## config.mk

```make
export PLATFORM = sky130hd
export DESIGN_NAME = format_spec_parser
export DESIGN_NICKNAME = d
export VERILOG_FILES = /design/src/design/fsp_pkg.sv /design/src/design/fsp_front.sv /design/src/design/fsp_queue.sv /design/src/design/fsp_back.sv /design/src/design/format_spec_parser.sv
export SDC_FILE = /design/constraint.sdc
export NUM_CORES = 1
export LEC_CHECK = 0
export ABC_AREA = 0
export BUFFER_PORTS_ARGS = -buffer_cell sky130_fd_sc_hd__buf_2
export CELL_PAD_IN_SITES_DETAIL_PLACEMENT = 1
export CELL_PAD_IN_SITES_GLOBAL_PLACEMENT = 2
export CORE_ASPECT_RATIO = 1.4
export CORE_MARGIN = 3
export CORE_UTILIZATION = 44
export DETAILED_ROUTE_END_ITERATION = 16
export GPL_TIMING_DRIVEN = 0
export PLACE_DENSITY_LB_ADDON = 0.1
export SLEW_MARGIN = 15
export SYNTH_ARGS = -nofsm -noshare
export SYNTH_HDL_FRONTEND = slang
export SYNTH_SLANG_ARGS = --single-unit
```

## constraint.sdc

```tcl
create_clock -name aclk -period 12.65 [get_ports aclk]
set_input_delay 0 -clock aclk [delete_from_list [all_inputs] [get_ports aclk]]
set_output_delay 0 -clock aclk [all_outputs]
set_load 0.005 [all_outputs]
```

## src/design/fsp_pkg.sv

```systemverilog
package fsp_pkg;

    // parser phases
    typedef enum logic [1:0] {
        PH_IDLE  = 2'd0,
        PH_FLAGS = 2'd1,
        PH_WIDTH = 2'd2,
        PH_PREC  = 2'd3
    } phase_t;

    // conversion kinds as reported on the result channel
    localparam logic [3:0] KIND_CHAR    = 4'd0;
    localparam logic [3:0] KIND_STRING  = 4'd1;
    localparam logic [3:0] KIND_POINTER = 4'd2;
    localparam logic [3:0] KIND_SIGNED  = 4'd3;
    localparam logic [3:0] KIND_UNSIGN  = 4'd4;
    localparam logic [3:0] KIND_HEXLO   = 4'd5;
    localparam logic [3:0] KIND_HEXUP   = 4'd6;
    localparam logic [3:0] KIND_PERCENT = 4'd7;
    localparam logic [3:0] KIND_ERROR   = 4'd8;

    // flag positions in the flag vector
    localparam int FLAG_ALT   = 0;
    localparam int FLAG_BLANK = 1;
    localparam int FLAG_SIGN  = 2;
    localparam int FLAG_LEFT  = 3;
    localparam int FLAG_ZERO  = 4;
    localparam int FLAG_COUNT = 5;

    localparam logic [7:0] CH_HASH  = 8'h23;
    localparam logic [7:0] CH_SPACE = 8'h20;
    localparam logic [7:0] CH_PLUS  = 8'h2B;
    localparam logic [7:0] CH_MINUS = 8'h2D;
    localparam logic [7:0] CH_ZERO  = 8'h30;
    localparam logic [7:0] CH_NINE  = 8'h39;
    localparam logic [7:0] CH_DOT   = 8'h2E;

    localparam int QUEUE_DEPTH = 2;
    localparam int QUEUE_PTR_W = $clog2(QUEUE_DEPTH);
    localparam int QUEUE_CNT_W = $clog2(QUEUE_DEPTH + 1);

    localparam int OUT_NUM_W = 16;

    // one classified byte, passed from front to back
    typedef struct packed {
        logic                  is_flag;
        logic [FLAG_COUNT-1:0] flag_mask;
        logic                  is_digit;
        logic [3:0]            digit;
        logic                  is_dot;
        logic [3:0]            kind;
    } token_t;

    typedef struct packed {
        logic [3:0]            kind;
        logic [FLAG_COUNT-1:0] flags;
        logic                  has_width;
        logic [OUT_NUM_W-1:0]  min_width;
        logic                  has_precision;
        logic [OUT_NUM_W-1:0]  precision_value;
    } result_t;

    function automatic logic [3:0] classify(input logic [7:0] c);
        logic [3:0] k;
        unique case (c)
            8'h63:        k = KIND_CHAR;
            8'h73:        k = KIND_STRING;
            8'h70:        k = KIND_POINTER;
            8'h64, 8'h69: k = KIND_SIGNED;
            8'h75:        k = KIND_UNSIGN;
            8'h78:        k = KIND_HEXLO;
            8'h58:        k = KIND_HEXUP;
            8'h25:        k = KIND_PERCENT;
            default:      k = KIND_ERROR;
        endcase
        return k;
    endfunction

endpackage

```

## src/design/fsp_front.sv

```systemverilog
module fsp_front
    import fsp_pkg::*;
(
    input  logic       aclk,
    input  logic       aresetn,
    input  logic       in_valid,
    output logic       in_ready,
    input  logic [7:0] in_ch,
    output logic       tok_valid,
    input  logic       tok_ready,
    output token_t     tok
);

    logic   valid_reg;
    logic   valid_next;
    token_t tok_reg;
    token_t tok_next;

    assign in_ready  = !valid_reg || tok_ready;
    assign tok_valid = valid_reg;
    assign tok       = tok_reg;

    always_comb begin
        tok_next.flag_mask = '0;
        unique case (in_ch)
            CH_HASH:  tok_next.flag_mask[FLAG_ALT]   = 1'b1;
            CH_SPACE: tok_next.flag_mask[FLAG_BLANK] = 1'b1;
            CH_PLUS:  tok_next.flag_mask[FLAG_SIGN]  = 1'b1;
            CH_MINUS: tok_next.flag_mask[FLAG_LEFT]  = 1'b1;
            CH_ZERO:  tok_next.flag_mask[FLAG_ZERO]  = 1'b1;
            default:  tok_next.flag_mask = '0;
        endcase
        tok_next.is_flag  = |tok_next.flag_mask;
        tok_next.is_digit = (in_ch >= CH_ZERO) && (in_ch <= CH_NINE);
        tok_next.digit    = 4'(in_ch - CH_ZERO);
        tok_next.is_dot   = (in_ch == CH_DOT);
        tok_next.kind     = classify(in_ch);
    end

    always_comb begin
        valid_next = valid_reg;
        if (in_valid && in_ready) begin
            valid_next = 1'b1;
        end else if (tok_ready) begin
            valid_next = 1'b0;
        end
    end

    always_ff @(posedge aclk) begin
        if (!aresetn) begin
            valid_reg <= 1'b0;
        end else begin
            valid_reg <= valid_next;
        end
        if (in_valid && in_ready) begin
            tok_reg <= tok_next;
        end
    end

endmodule

```

## src/design/fsp_queue.sv

```systemverilog
module fsp_queue
    import fsp_pkg::*;
(
    input  logic   aclk,
    input  logic   aresetn,
    input  logic   push_valid,
    output logic   push_ready,
    input  token_t push_tok,
    output logic   pop_valid,
    input  logic   pop_ready,
    output token_t pop_tok
);

    token_t                 mem [QUEUE_DEPTH];
    logic [QUEUE_PTR_W-1:0] wr_ptr_reg;
    logic [QUEUE_PTR_W-1:0] rd_ptr_reg;
    logic [QUEUE_CNT_W-1:0] count_reg;
    logic                   do_push;
    logic                   do_pop;

    assign push_ready = (count_reg != QUEUE_CNT_W'(QUEUE_DEPTH));
    assign pop_valid  = (count_reg != '0);
    assign pop_tok    = mem[rd_ptr_reg];
    assign do_push    = push_valid && push_ready;
    assign do_pop     = pop_valid && pop_ready;

    function automatic logic [QUEUE_PTR_W-1:0] ptr_inc(input logic [QUEUE_PTR_W-1:0] p);
        return (p == QUEUE_PTR_W'(QUEUE_DEPTH - 1)) ? '0 : p + 1'b1;
    endfunction

    always_ff @(posedge aclk) begin
        if (!aresetn) begin
            wr_ptr_reg <= '0;
            rd_ptr_reg <= '0;
            count_reg  <= '0;
        end else begin
            if (do_push) begin
                wr_ptr_reg <= ptr_inc(wr_ptr_reg);
            end
            if (do_pop) begin
                rd_ptr_reg <= ptr_inc(rd_ptr_reg);
            end
            if (do_push && !do_pop) begin
                count_reg <= count_reg + 1'b1;
            end else if (do_pop && !do_push) begin
                count_reg <= count_reg - 1'b1;
            end
        end
        if (do_push) begin
            mem[wr_ptr_reg] <= push_tok;
        end
    end

endmodule

```

## src/design/fsp_back.sv

```systemverilog
module fsp_back
    import fsp_pkg::*;
#(
    parameter int NUMBER_BITS = 16
) (
    input  logic    aclk,
    input  logic    aresetn,
    input  logic    tok_valid,
    output logic    tok_ready,
    input  token_t  tok,
    output logic    res_valid,
    input  logic    res_ready,
    output result_t res
);

    localparam int SUM_W = NUMBER_BITS + 4;

    phase_t                phase_reg;
    phase_t                phase_next;
    logic [FLAG_COUNT-1:0] flags_reg;
    logic [FLAG_COUNT-1:0] flags_next;
    logic                  width_seen_reg;
    logic                  width_seen_next;
    logic [NUMBER_BITS-1:0] width_acc_reg;
    logic [NUMBER_BITS-1:0] width_acc_next;
    logic                  dot_seen_reg;
    logic                  dot_seen_next;
    logic [NUMBER_BITS-1:0] prec_acc_reg;
    logic [NUMBER_BITS-1:0] prec_acc_next;
    logic                  out_valid_reg;
    logic                  out_valid_next;
    result_t               out_reg;
    result_t               out_next;

    logic                   term;
    logic                   take;
    logic [NUMBER_BITS-1:0] acc_src;
    logic [SUM_W-1:0]       acc_ext;
    logic [SUM_W-1:0]       acc_sum;
    logic [NUMBER_BITS-1:0] acc_sat;
    logic [31:0]            width_wide;
    logic [31:0]            prec_wide;

    // one shared times-ten-plus-digit unit, saturating at the top of the range
    assign acc_src = (phase_reg == PH_PREC) ? prec_acc_reg : width_acc_reg;
    assign acc_ext = SUM_W'(acc_src);
    assign acc_sum = (acc_ext << 3) + (acc_ext << 1) + SUM_W'(tok.digit);
    assign acc_sat = (acc_sum > SUM_W'({NUMBER_BITS{1'b1}})) ? {NUMBER_BITS{1'b1}}
                                                          : acc_sum[NUMBER_BITS-1:0];

    // does this byte end the specification
    always_comb begin
        unique case (phase_reg)
            PH_IDLE:  term = 1'b0;
            PH_FLAGS: term = !(tok.is_flag || tok.is_digit || tok.is_dot);
            PH_WIDTH: term = !(tok.is_digit || tok.is_dot);
            PH_PREC:  term = !tok.is_digit;
            default:  term = 1'b0;
        endcase
    end

    assign take      = tok_valid && (!term || !out_valid_reg || res_ready);
    assign tok_ready = take;
    assign res_valid = out_valid_reg;
    assign res       = out_reg;

    // next phase
    always_comb begin
        phase_next = phase_reg;
        if (take) begin
            unique case (phase_reg)
                PH_IDLE: phase_next = PH_FLAGS;
                PH_FLAGS: begin
                    priority if (tok.is_flag) begin
                        phase_next = PH_FLAGS;
                    end else if (tok.is_digit) begin
                        phase_next = PH_WIDTH;
                    end else if (tok.is_dot) begin
                        phase_next = PH_PREC;
                    end else begin
                        phase_next = PH_IDLE;
                    end
                end
                PH_WIDTH: begin
                    priority if (tok.is_digit) begin
                        phase_next = PH_WIDTH;
                    end else if (tok.is_dot) begin
                        phase_next = PH_PREC;
                    end else begin
                        phase_next = PH_IDLE;
                    end
                end
                PH_PREC: phase_next = tok.is_digit ? PH_PREC : PH_IDLE;
                default: phase_next = PH_IDLE;
            endcase
        end
    end

    assign width_wide = 32'(width_acc_reg);
    assign prec_wide  = 32'(prec_acc_reg);

    // collected fields and result register
    always_comb begin
        flags_next      = flags_reg;
        width_seen_next = width_seen_reg;
        width_acc_next  = width_acc_reg;
        dot_seen_next   = dot_seen_reg;
        prec_acc_next   = prec_acc_reg;
        out_valid_next  = out_valid_reg && !res_ready;
        out_next        = out_reg;

        if (take) begin
            if (term || phase_reg == PH_IDLE) begin
                flags_next      = '0;
                width_seen_next = 1'b0;
                width_acc_next  = '0;
                dot_seen_next   = 1'b0;
                prec_acc_next   = '0;
            end
            if (term) begin
                // result is loaded only when the terminating byte is taken
                out_valid_next           = 1'b1;
                out_next.kind            = tok.kind;
                out_next.flags           = flags_reg;
                out_next.has_width       = width_seen_reg;
                out_next.min_width       = width_wide[OUT_NUM_W-1:0];
                out_next.has_precision   = dot_seen_reg;
                out_next.precision_value = prec_wide[OUT_NUM_W-1:0];
            end else begin
                unique case (phase_reg)
                    PH_IDLE: begin
                    end
                    PH_FLAGS: begin
                        priority if (tok.is_flag) begin
                            flags_next = flags_reg | tok.flag_mask;
                        end else if (tok.is_digit) begin
                            width_seen_next = 1'b1;
                            width_acc_next  = acc_sat;
                        end else begin
                            dot_seen_next = 1'b1;
                        end
                    end
                    PH_WIDTH: begin
                        if (tok.is_digit) begin
                            width_acc_next = acc_sat;
                        end else begin
                            dot_seen_next = 1'b1;
                        end
                    end
                    PH_PREC: prec_acc_next = acc_sat;
                    default: begin
                    end
                endcase
            end
        end
    end

    always_ff @(posedge aclk) begin
        if (!aresetn) begin
            phase_reg      <= PH_IDLE;
            flags_reg      <= '0;
            width_seen_reg <= 1'b0;
            width_acc_reg  <= '0;
            dot_seen_reg   <= 1'b0;
            prec_acc_reg   <= '0;
            out_valid_reg  <= 1'b0;
        end else begin
            phase_reg      <= phase_next;
            flags_reg      <= flags_next;
            width_seen_reg <= width_seen_next;
            width_acc_reg  <= width_acc_next;
            dot_seen_reg   <= dot_seen_next;
            prec_acc_reg   <= prec_acc_next;
            out_valid_reg  <= out_valid_next;
        end
        out_reg <= out_next;
    end

endmodule

```

## src/design/format_spec_parser.sv

```systemverilog
// printf-style conversion specification parser. bytes of one specification
// arrive one per slave transaction, the introducer first (its value is not
// checked). flags '#', ' ', '+', '-', '0' are collected, then a decimal width,
// then an optional '.' and decimal precision; the first byte that fits none of
// these ends the specification and yields exactly one master transaction with
// the conversion kind (0 c, 1 s, 2 p, 3 d/i, 4 u, 5 x, 6 X, 7 percent,
// 8 error) plus everything collected. width and precision saturate at
// 2^NUMBER_BITS-1 and are reported in 16-bit fields. the block takes one byte
// every cycle for as long as the master side keeps up; a byte passes a
// classifying register, a two-entry queue and the parsing stage, whose result
// register drives m_axis. the parsing stage holds one multiply-by-ten-and-add
// per cycle, which sets the clock limit; no clearing pass follows reset
module format_spec_parser
    import fsp_pkg::*;
#(
    parameter int NUMBER_BITS = 16
) (
    input  logic        aclk,
    input  logic        aresetn,
    input  logic        s_axis_tvalid,
    output logic        s_axis_tready,
    input  logic [7:0]  s_axis_tdata,   // [7:0] ch
    output logic        m_axis_tvalid,
    input  logic        m_axis_tready,
    // [3:0] conversion_kind, [4] alt_form, [5] blank_flag, [6] sign_flag,
    // [7] left_flag, [8] zero_pad, [9] has_width, [25:10] min_width,
    // [26] has_precision, [42:27] precision_value, [47:43] zero
    output logic [47:0] m_axis_tdata
);

    // front to queue
    logic    ft_valid;
    logic    ft_ready;
    token_t  ft_tok;

    // queue to back
    logic    qb_valid;
    logic    qb_ready;
    token_t  qb_tok;

    result_t res;

    // byte classification, one per cycle while the queue has room
    fsp_front u_front (
        .aclk      (aclk),
        .aresetn   (aresetn),
        .in_valid  (s_axis_tvalid),
        .in_ready  (s_axis_tready),
        .in_ch     (s_axis_tdata),
        .tok_valid (ft_valid),
        .tok_ready (ft_ready),
        .tok       (ft_tok)
    );

    // short queue decoupling front and back stalls
    fsp_queue u_queue (
        .aclk       (aclk),
        .aresetn    (aresetn),
        .push_valid (ft_valid),
        .push_ready (ft_ready),
        .push_tok   (ft_tok),
        .pop_valid  (qb_valid),
        .pop_ready  (qb_ready),
        .pop_tok    (qb_tok)
    );

    // phase tracking, number accumulation and result register
    fsp_back #(
        .NUMBER_BITS (NUMBER_BITS)
    ) u_back (
        .aclk      (aclk),
        .aresetn   (aresetn),
        .tok_valid (qb_valid),
        .tok_ready (qb_ready),
        .tok       (qb_tok),
        .res_valid (m_axis_tvalid),
        .res_ready (m_axis_tready),
        .res       (res)
    );

    // pack result fields, highest field first, kind in the lowest bits
    assign m_axis_tdata = {
        5'b0,
        res.precision_value,
        res.has_precision,
        res.min_width,
        res.has_width,
        res.flags[FLAG_ZERO],
        res.flags[FLAG_LEFT],
        res.flags[FLAG_SIGN],
        res.flags[FLAG_BLANK],
        res.flags[FLAG_ALT],
        res.kind
    };

endmodule

```

# == Word-level counts from Yosys, hierarchy flattened ==
# Memory sizes are Yosys's and may differ from the RTL's. A register that Yosys moved wholly into a read port is not among the register bits.
# Index checks and enable logic that the tools add are counted.
# word_totals
reg_bits,106
ramBits,32
output_inout_bits,50
mem_count,1
# mem_list
name,depth,width,read_ports,rd_ports_with_merged_regs,write_ports,line,text
u_queue.mem,2,16,1,1,1,fsp_queue.sv:14,token_t mem [QUEUE_DEPTH];
# classes
add_sub_neg,7
magnitude_cmp,3
n_eq_ne,19
mux,48
bitwise_logic,1
reduce_logical,31
# ops
operator,n
16-bit 2-to-1 mux,9
8-bit by 7-bit equality test with 1-bit output (second input constant),8
8-bit by 6-bit equality test with 1-bit output (second input constant),7
16-bit one-hot mux with 2 select lines,1
4-bit one-hot mux with 8 select lines,1
1-bit 2-to-1 mux,24
19-bit by 17-bit adder with 20-bit output,1
20-bit by 4-bit adder with 20-bit output,1
20-bit by 16-bit greater-than comparator with 1-bit output (second input constant),1
5-bit 2-to-1 mux,4
2-bit 2-to-1 mux,6
1-bit logical NOT,9
8-bit by 6-bit greater-or-equal comparator with 1-bit output (second input constant),1
8-bit by 6-bit less-or-equal comparator with 1-bit output (second input constant),1
1-bit logical AND,8
2-bit one-hot mux with 4 select lines,1
1-bit logical OR,7
2-bit nonzero test,3
5-bit OR,1
5-bit OR reduction,1
2-bit equality test (second input constant),2
1-bit one-hot mux with 4 select lines,1
4-bit by 1-bit subtractor with 4-bit output (second input constant),1
1-bit adder (second input constant),2
8 further kinds,8

# == Depth between registers and ports, before layout ==
# Gate-level depths: netlist of run 1.
# depth
depth_word,12
ltp_mapped,17
mapped_depth_nobuf,14

# == Cells and area by module ==
# Synthesis of run 1 repeated with hierarchy kept, for this count alone.
# unflattened
cells_unflattened,554
hier_area_um2,6678.9
# modules_own_cells
module,n_inst,cells_per_inst,area_each_um2
fsp_back,1,400,4326.6
fsp_queue,1,74,1393.8
fsp_front,1,74,917.1
format_spec_parser,1,6,41.3

# == Worst setup path after synthesis of run 1 ==
# OpenSTA, ideal clock, no wires.
# synth_timing
path_type,reg2reg
startpoint,register u_back.phase_reg[1]
endpoint,register u_back.prec_acc_reg[10]
setup_time_ps,81
arrival_time_ps,4248
path_slack_ps,8321
stages_incl_launch_ff,18
path_buffers,4
path_cell_list,dfxtp_1 -> ha_1 -> buf_1 -> buf_1 -> mux2i_1 -> fa_1 -> inv_1 -> fa_1 -> a211oi_1 -> o211ai_1 -> a21boi_1 -> o21ai_1 -> a21oi_1 -> mux2_4 -> and2_1 -> buf_6 -> buf_12 -> a211oi_2
# synth_via
elab_chain_cells,8
elab_cells_between_ends,18
classes_between,add/sub: 2; order compare: 1; eq/ne: 3; mux: 6; reduce/logical: 6
# synth_rtl
element,line,text
"start, declared",fsp_back.sv:18,phase_t phase_reg;
"start signal, assigned",fsp_back.sv:168,phase_reg <= phase_next;
2-bit equality test,"fsp_back.sv:45, fsp_back.sv:53, fsp_back.sv:130",
16-bit 2-to-1 mux,fsp_back.sv:45,assign acc_src = (phase_reg == PH_PREC) ? prec_acc_reg : width_acc_reg;
19-bit by 17-bit adder with 20-bit output,fsp_back.sv:47,assign acc_sum = (acc_ext << 3) + (acc_ext << 1) + SUM_W'(tok.digit);
20-bit by 4-bit adder with 20-bit output,fsp_back.sv:47,
20-bit by 16-bit greater-than comparator with 1-bit output,fsp_back.sv:48,assign acc_sat = (acc_sum > SUM_W'({NUMBER_BITS{1'b1}})) ? {NUMBER_BITS{1'b1}}
16-bit 2-to-1 mux,fsp_back.sv:48,
16-bit 2-to-1 mux,fsp_back.sv:130,unique case (phase_reg)
16-bit 2-to-1 mux,fsp_back.sv:120,if (term) begin
"end signal, assigned",fsp_back.sv:173,prec_acc_reg <= prec_acc_next;
"end, declared",fsp_back.sv:28,logic [NUMBER_BITS-1:0] prec_acc_reg;
# Several ways; a longest one is shown, not always the timed one.
# A chain may end at the register's enable or synchronous reset.

# == Worst setup path after layout of run 1 ==
# layout_timing
startpoint,register u_back.phase_reg[1]
endpoint,register u_back.width_acc_reg[12]
# layout_via
elab_chain_cells,10
elab_cells_between_ends,20
classes_between,add/sub: 2; order compare: 1; eq/ne: 3; mux: 8; reduce/logical: 6
# layout_rtl
element,line,text
2-bit equality test,"fsp_back.sv:45, fsp_back.sv:53",
16-bit 2-to-1 mux,fsp_back.sv:45,
19-bit by 17-bit adder with 20-bit output,fsp_back.sv:47,
20-bit by 4-bit adder with 20-bit output,fsp_back.sv:47,
20-bit by 16-bit greater-than comparator with 1-bit output,fsp_back.sv:48,
16-bit 2-to-1 mux,fsp_back.sv:48,
16-bit 2-to-1 mux,"fsp_back.sv:136, fsp_back.sv:144",
16-bit 2-to-1 mux,fsp_back.sv:134,priority if (tok.is_flag) begin
16-bit one-hot mux with 2 select lines,fsp_back.sv:130,
16-bit 2-to-1 mux,fsp_back.sv:120,
"end signal, assigned",fsp_back.sv:171,width_acc_reg <= width_acc_next;
"end, declared",fsp_back.sv:24,logic [NUMBER_BITS-1:0] width_acc_reg;
# Several ways; a longest one is shown, not always the timed one.

==> results of run 1 <==
[how the worst max path moves through the flow]
stage,end,slack (ps),depth (start not counted)
2_1_floorplan,u_back.prec_acc_reg[10],8320,17
3_3_place_gp,u_back.width_acc_reg[13],7140,16
3_5_place_dp,u_back.width_acc_reg[8],7060,16
4_1_cts,u_back.width_acc_reg[12],7020,16
5_1_grt,u_back.width_acc_reg[12],6680,16
6_report,u_back.width_acc_reg[12],7100,16
[cells by family after synthesis]
| logic type | count (synthesis) | share of synthesized area |
|---|---|---|
| AND/OR/NAND/NOR | 110 | 0.08095 |
| buffers and inverters | 45 | 0.03524 |
| other | 1 | 0.0005709 |
| XOR/XNOR | 15 | 0.02000 |
| AO/OA/AOI/OAI | 152 | 0.1680 |
| adder cells (fa/ha/maj) | 38 | 0.07467 |
| flip-flops | 139 | 0.5623 |
| multiplexers | 35 | 0.05829 |
[cells in the final DEF (no fill, tap or decap), types with 17 or more instances in the layout]
| master | Yosys | final |
|---|---|---|
| nand2_1 | 23 | 23 |
| a21oi_1 | 56 | 56 |
| edfxtp_1 | 91 | 91 |
| buf_2 | 4 | 59 |
| mux2_2 | 22 | 22 |
| inv_1 | 17 | 17 |
| nor2_1 | 36 | 34 |
| ha_1 | 36 | 36 |
| clkbuf_16 | 0 | 17 |
| dfxtp_1 | 48 | 48 |
[worst min-delay path: stages]
cell	delay, ps
buf_2	140
inv_2	190
a211oi_2	50
[synth_stat cells (6+ instances only)]
| library cell | count |
|---|---|
| edfxtp_1 | 91 |
| a21oi_1 | 56 |
| dfxtp_1 | 48 |
| ha_1 | 36 |
| nor2_1 | 36 |
| nand2_1 | 23 |
| mux2_2 | 22 |
| inv_1 | 17 |
| a221o_1 | 15 |
| a211oi_2 | 12 |
| mux2i_1 | 12 |
| a21o_1 | 10 |
| a211oi_1 | 9 |
| clkbuf_1 | 9 |
| and2_1 | 8 |
| nand3_1 | 8 |
| nor3_1 | 8 |
| xnor2_1 | 8 |
| buf_4 | 7 |
| o21ai_0 | 7 |
| xor2_1 | 7 |
| nand2b_1 | 6 |
| o21a_1 | 6 |
[final cells by class]
type | count | area (um^2)
Buffer | 27 | 163.9
Clock buffer | 19 | 442.9
Clock inverter | 13 | 96.34
Fill cell | 1572 | 6822
Inverter | 18 | 67.56
Multi-Input combinational cell | 355 | 2669
Sequential cell | 139 | 3694
Tap cell | 189 | 236.5
Timing Repair Buffer | 64 | 382.9
[power by group]
group	total (uW)	internal [uW]	leakage [uW]	switching [uW]
registers	521	509	0.00131	11.8
logic	212	71.9	0.00162	141
clock network	450	256	0.000254	194
total	1180	837	0.00318	346
[stage by stage]
stage | hold WS [ps] | util
floorplan | 98.87 | -
global placement | 194.1 | 0.4869
detailed placement | 194.8 | 0.4894
CTS | 2.755 | 0.5319
global route | 29.07 | 0.5319
finish | 15.85 | 0.5319
[per-layer routing]
layer	up-vias	GRT usage
met5	-	0
met4	0	0.09357
met3	28	0.04118
met2	76	0.3961
met1	2227	0.2127
li1	2184	-
[repair_timing]
item | CTS | global route
hold buffers | 8 | 0
endpoints found under the setup margin | 0 | 0
endpoints found under the hold margin | 9 | 0
==> flow_summary_export.csv, run 1 <==
group,metric,value,unit
critical_path,path_buf_inv,4,
critical_path,r2r_end,"u_back.width_acc_reg[12]",
pwr,irDropWorstVdd,0.1115,mV
timing,period_share,0.4384,
floorplan,dieArea,16450,um^2
global_route,grt_first_pass_wirelength,25430,um
pwr,p_total,1183,uW
critical_path,worstPathCellList,"ha_1 > buf_1 > buf_1 > mux2i_1 > fa_1 > inv_1 > fa_1 > a211oi_1 > o211ai_1 > a211oi_2 > o22ai_2 > mux2i_1 > a211oi_2 > a21oi_2 > buf_6 > a221o_1",
detailed_routing,vias,4515,
clock_network,cts_max_path_buffers,2,
placed_design,pre_cts_ws,7060,ps
detailed_routing,met2_length,9127,um
floorplan,ioPinCount,62,
synth,synth_ff_type,"edfxtp_1",
clock_network,root_buffer,"clkbuf_16",
synth,syn_avg_cell_area,12.28,um^2
floorplan,rows,52,
timing,hold_viol,0,
timing,clock_skew,10.81,ps
synth,synth.area.top_cells,"edfxtp_1 (42%), dfxtp_1 (15%), ha_1 (6.9%), a21oi_1 (4.3%), mux2_2 (3.8%)",
detailed_routing,wl_per_cell,19.24,um
synth,syn_area,6569,um^2
synth,synthDistinctLibCells,61,
detailed_routing,wl_met1,5885,um
floorplan,die_h,150.6,um
timing,setup_ws,7104,ps
clock_network,cts_tree,"done",
synth,ys_seq_elements,139,
layout,final_area,7752,um^2
placed_design,gp_congestion,0.8890,
timing,worstMarginPinSlew,889.0,ps
timing,setup_viol,0,
critical_path,path_delay_family,"compound AO/OA/AOI/OAI gates",
clock_network,clk_latency,430,ps
floorplan,coreArea,14570,um^2
min_path,holdCritStartpoint,"aresetn",
pwr,p_per_area,152.6,nW/um^2
global_route,grt.overflow.total,0,
layout,area_growth,18.02,%
clock_network,h-tree-depth,4,
synth,synthCells,535,
synth,yosysTopAreaCell,"edfxtp_1",
synth,synth_top_area_frac,0.4160,
detailed_routing,dr.first_iter.drc_count,139,
job,max_cap_violations,0,
timing,rsz0062_at_grt,"false",
pwr,p_leak,0.003178,uW
synth,ys_warn_count,0,
critical_path,r2r-start,"u_back.phase_reg[1]",
layout,nets,672,
synth,yosysSeqAreaShare,0.5623,
detailed_routing,drc_errors,0,
layout,diodes,0,
global_route,grt_max_degree,26,
clock_network,post-cts-setup-buffer-count,0,
critical_path,slowest_delay,620,ps
clock_network,numCtsBuffers,17,
timing,final-max-slew-violation-count,0,
critical_path,slowest_stage,"buf_1",
detailed_routing,via_per_inst,5.479,
detailed_routing,top_layer,"met4",
critical_path,crit_path_max_fanout,10,
critical_path,reg2reg_depth,16,
critical_path,crit_arrival,5850,ps
placed_design,dp_cells,784,
layout,largest_reg_flops,43,
min_path,whs_path_depth,3,
layout,drive_gt1_frac,0.2331,
critical_path,r2r_setup_slack,7100,ps
global_route,antenna_found_initial,0,
min_path,hold_path.class,"input pin to register",
critical_path,endpoint_kind,"register",
detailed_routing,wl_met3,405,um
timing,setup-tns-final,0,ps
synth,synthArstFlopShare,0,
status,status,"finished, final reports clean",
placed_design,port_buffers,55,
timing,max_slew_margin,0.4067,
clock_network,cts_resized,0,
placed_design,dpl.hpwl,11970,um
placed_design,postPlaceCellArea,7133,um^2
timing,min_period,5546,ps
floorplan,die_w,109.3,um
clock_network,clock-sinks,139,
detailed_routing,routed_wl,15860,um
floorplan,initial_utilization,0.4507,
detailed_routing,postRouteAntennaNets,0,
global_route,grt_usage,0.2073,
layout,layoutNonFillerInstCount,824,
critical_path,cp-startpoint,"u_back.phase_reg[1]",
critical_path,critPathKind,"register to register",
min_path,hold_path_end,"u_back.prec_acc_reg[6]",
synth,synth_edf_count,91,
critical_path,cp_data_required_time,12950,ps
detailed_routing,first_pass_iters,6,
critical_path,cp-start-kind,"register",
timing,max_freq,180.3,MHz
global_route,grt_pass1_vias,4903,
clock_network,cts.clk_slew.worst_paths,60,ps
No activity file was read; power rests on OpenSTA's default activity.
==> run 2: changes to the inputs <==
Settings changed: ABC_AREA 0 to 1, CORE_UTILIZATION 44 to 34.
Clock period 12.65 ns to 4.65 ns, I/O delays scaled along.
==> run 2 against run 1 <==
  * Fmax is 29% higher
  * Worst hold slack improved by 85 ps
  * Worst setup slack got worse by 6700 ps
  * Sequential power grew to 2.8 times the previous value
  * Critical endpoint is now u_back.prec_acc_reg[14]
  * Largest cell class unchanged
  * Highest routed layer unchanged
==> flow_summary_export.csv, run 2 <==
group,metric,value,unit
status,status,"finished, final reports clean",
detailed_routing,via_per_inst,4.817,
layout,final_cell_mix,"nand2_1 (224), edfxtp_1 (91), inv_1 (78)",
timing,max_slew_margin,0.4145,
synth,syn_avg_cell_area,9.158,um^2
clock_network,cts_max_path_buffers,2,
critical_path,r2r_setup_slack,360,ps
timing,final-max-slew-violation-count,0,
floorplan,die_w,126.0,um
pwr,p_int,2390,uW
critical_path,critPathKind,"register to register",
critical_path,cp_data_required_time,4940,ps
timing,max_freq,233.2,MHz
critical_path,r2r-start,"u_back.phase_reg[0]",
layout,final_util,0.4178,
critical_path,endpoint,"u_back.prec_acc_reg[14]",
placed_design,gp_congestion,0.8279,
critical_path,endpoint_kind,"register",
job,max_cap_violations,0,
synth,yosys-top-cells-count,"nand2_1 (224), edfxtp_1 (91), inv_1 (79), a21oi_1 (57)",
critical_path,r2r_end,"u_back.prec_acc_reg[14]",
synth,yosysSeqAreaShare,0.5392,
timing,clock_skew,22.25,ps
detailed_routing,dr.first_iter.drc_count,264,
pwr,p_per_area,444.4,nW/um^2
synth,synthDistinctLibCells,41,
layout,area_growth,19.05,%
critical_path,reg2reg_depth,21,
synth,synthCells,748,
layout,layoutNonFillerInstCount,1096,
detailed_routing,postRouteAntennaNets,0,
synth,synthArstFlopShare,0,
critical_path,cp-start-kind,"register",
global_route,grt_usage,0.1685,
synth,synth_top_area_frac,0.3989,
clock_network,cts_tree,"done",
timing,whs,100.7,ps
clock_network,root_buffer,"clkbuf_16",
layout,fillCellCount,2289,
layout,largest_reg_flops,43,
floorplan,coreArea,19520,um^2
floorplan,dieArea,21910,um^2
global_route,grt_pass1_vias,5700,
floorplan,initial_utilization,0.3510,
critical_path,cp-startpoint,"u_back.phase_reg[0]",
timing,setup-tns-final,0,ps
timing,setup_viol,0,
layout,diodes,0,
global_route,grt_first_pass_wirelength,28860,um
synth,ys_seq_elements,139,
clock_network,cts.clk_slew.worst_paths,70,ps
min_path,hold_path.class,"input pin to register",
synth,ys_warn_count,0,
layout,layout_commonest_cell,"nand2_1",
synth,yosysTopAreaCell,"edfxtp_1",
pwr,p_sw_frac,0.3405,
timing,rsz0062_at_grt,"false",
floorplan,die_h,174.0,um
layout,nets,885,
detailed_routing,first_pass_iters,4,
timing,worstMarginPinSlew,877.2,ps
critical_path,crit_path_max_fanout,10,
pwr,p_seq_frac,0.402,
pwr,p_leak,0.003553,uW
placed_design,dp_cells,1057,
pwr,p_clk_frac,0.373,
clock_network,clk_latency,430,ps
synth,synth_edf_count,91,
clock_network,h-tree-depth,4,
detailed_routing,wl_per_cell,16.32,um
layout,drive_gt1_frac,0.1722,
detailed_routing,routed_wl,17880,um
floorplan,rows,60,
synth,synth.area.top_cells,"edfxtp_1 (40%), dfxtp_1 (14%), nand2_1 (12%), ha_1 (6.6%), inv_1 (4.3%)",
pwr,irDropWorstVdd,0.2835,mV
placed_design,dpl.hpwl,14000,um
floorplan,ioPinCount,62,
timing,hold_viol,0,
pwr,p_switching,1234,uW
placed_design,port_buffers,56,
synth,synth_ff_type,"edfxtp_1",
detailed_routing,vias,5279,
clock_network,clock-sinks,139,
critical_path,crit_arrival,4580,ps
global_route,grt.overflow.total,0,
timing,period_share,0.9222,
detailed_routing,drc_errors,0,
clock_network,numCtsBuffers,17,
pwr,combPwrFrac,0.226,
synth,yosysMostFrequentCell,"nand2_1",
global_route,antenna_found_initial,0,
global_route,grt_max_degree,38,
synth,syn_area,6850,um^2
timing,min_period,4288,ps
==> run 2: worst min-delay path by stage <==
| stage | from | slack, ps | to | depth (start not counted) |
|---|---|---|---|---|
| floorplan | s_axis_tdata[0] | 100 | u_front.tok[5] | 0 |
| global placement | s_axis_tdata[3] | 250 | u_front.tok[8] | 1 |
| detailed placement | s_axis_tdata[3] | 250 | u_front.tok[8] | 1 |
| CTS | s_axis_tdata[6] | 90 | u_front.tok[9] | 6 |
| global route | s_axis_tdata[4] | 130 | u_front.tok[4] | 4 |
| finish | s_axis_tdata[6] | 100 | u_front.tok[9] | 6 |
==> run 2: final cells by class <==
class	count	area, um^2	share of cell area
sequential	139	3694	0.4529
inverter	81	309.0	0.03790
timing repair buffer	64	370.4	0.04541
tap	248	310.3	0.03805
clock buffer	17	425.4	0.05216
multi-input combinational	510	2735	0.3354
clock inverter	15	176.4	0.02163
buffer	22	135.1	0.01657
==> run 2: through the flow <==
step / worst slack (ps) / power [uW] / cell area [um^2]
finish: 361.9 / 3624 / 8155
global placement: 93.20 / 2274 / 7456
detailed placement: 93.08 / 2305 / 7481
floorplan: 1236 / 2053 / 6865
global route: 0.5911 / 3819 / 8155
CTS: 82.08 / 3670 / 8153
==> run 2: power by group through the flow <==
stage	Clock (uW)	Sequential [uW]	Combinational (uW)
floorplan	0	1470	578
global placement	0	1480	795
detailed placement	0	1480	821
CTS	1380	1460	833
global route	1440	1470	917
finish	1350	1460	818
==> run 2: critical path: stages (launching register included) <==
cell     delay (ps)
dfxtp_1         340
ha_1            270
inv_1           230
buf_1           510
nand2_1         100
nand2_1         130
ha_1            240
ha_1            260
fa_1            420
nand2_1          80
nand2_1          80
nand3_1          90
nand2_1         130
nand2_1         130
nand2_1          60
nand2_1          60
nand2_1          70
nor2_2          290
buf_2           280
nand3_1         200
nand2_1         110
a21oi_1          60
==> run 2: kinds of logic (layout without fill, tap and decap cells) <==
kind of cell	count (synthesis)	count (layout)	synth area share
AOI/OAI and AO/OA	95	95	0.07927
xor gates and xnor gates	10	10	0.01279
adders and majority gates	38	38	0.07160
buffers and inverters	103	199	0.06447
DFF	139	139	0.5392
muxes	2	2	0.002922
other	1	5	0.0005474
and+or+nand+nor	360	360	0.2292
==> run 2: layer usage <==
layer,track usage,vias up,share of wire
li1,-,2635,-
met2,0.3315,77,0.57
met1,0.1696,2542,0.37
met5,0,-,0
met4,0.06708,0,0.029
met3,0.03351,25,0.026
==> run 2: what timing repair did <==
item                                   4_1_cts  5_1_grt
buffers inserted                             0        0
hold buffers                                 7        0
endpoints found under the hold margin       17        0
setup endpoints to repair                    0       20
gates resized for setup                      0        4
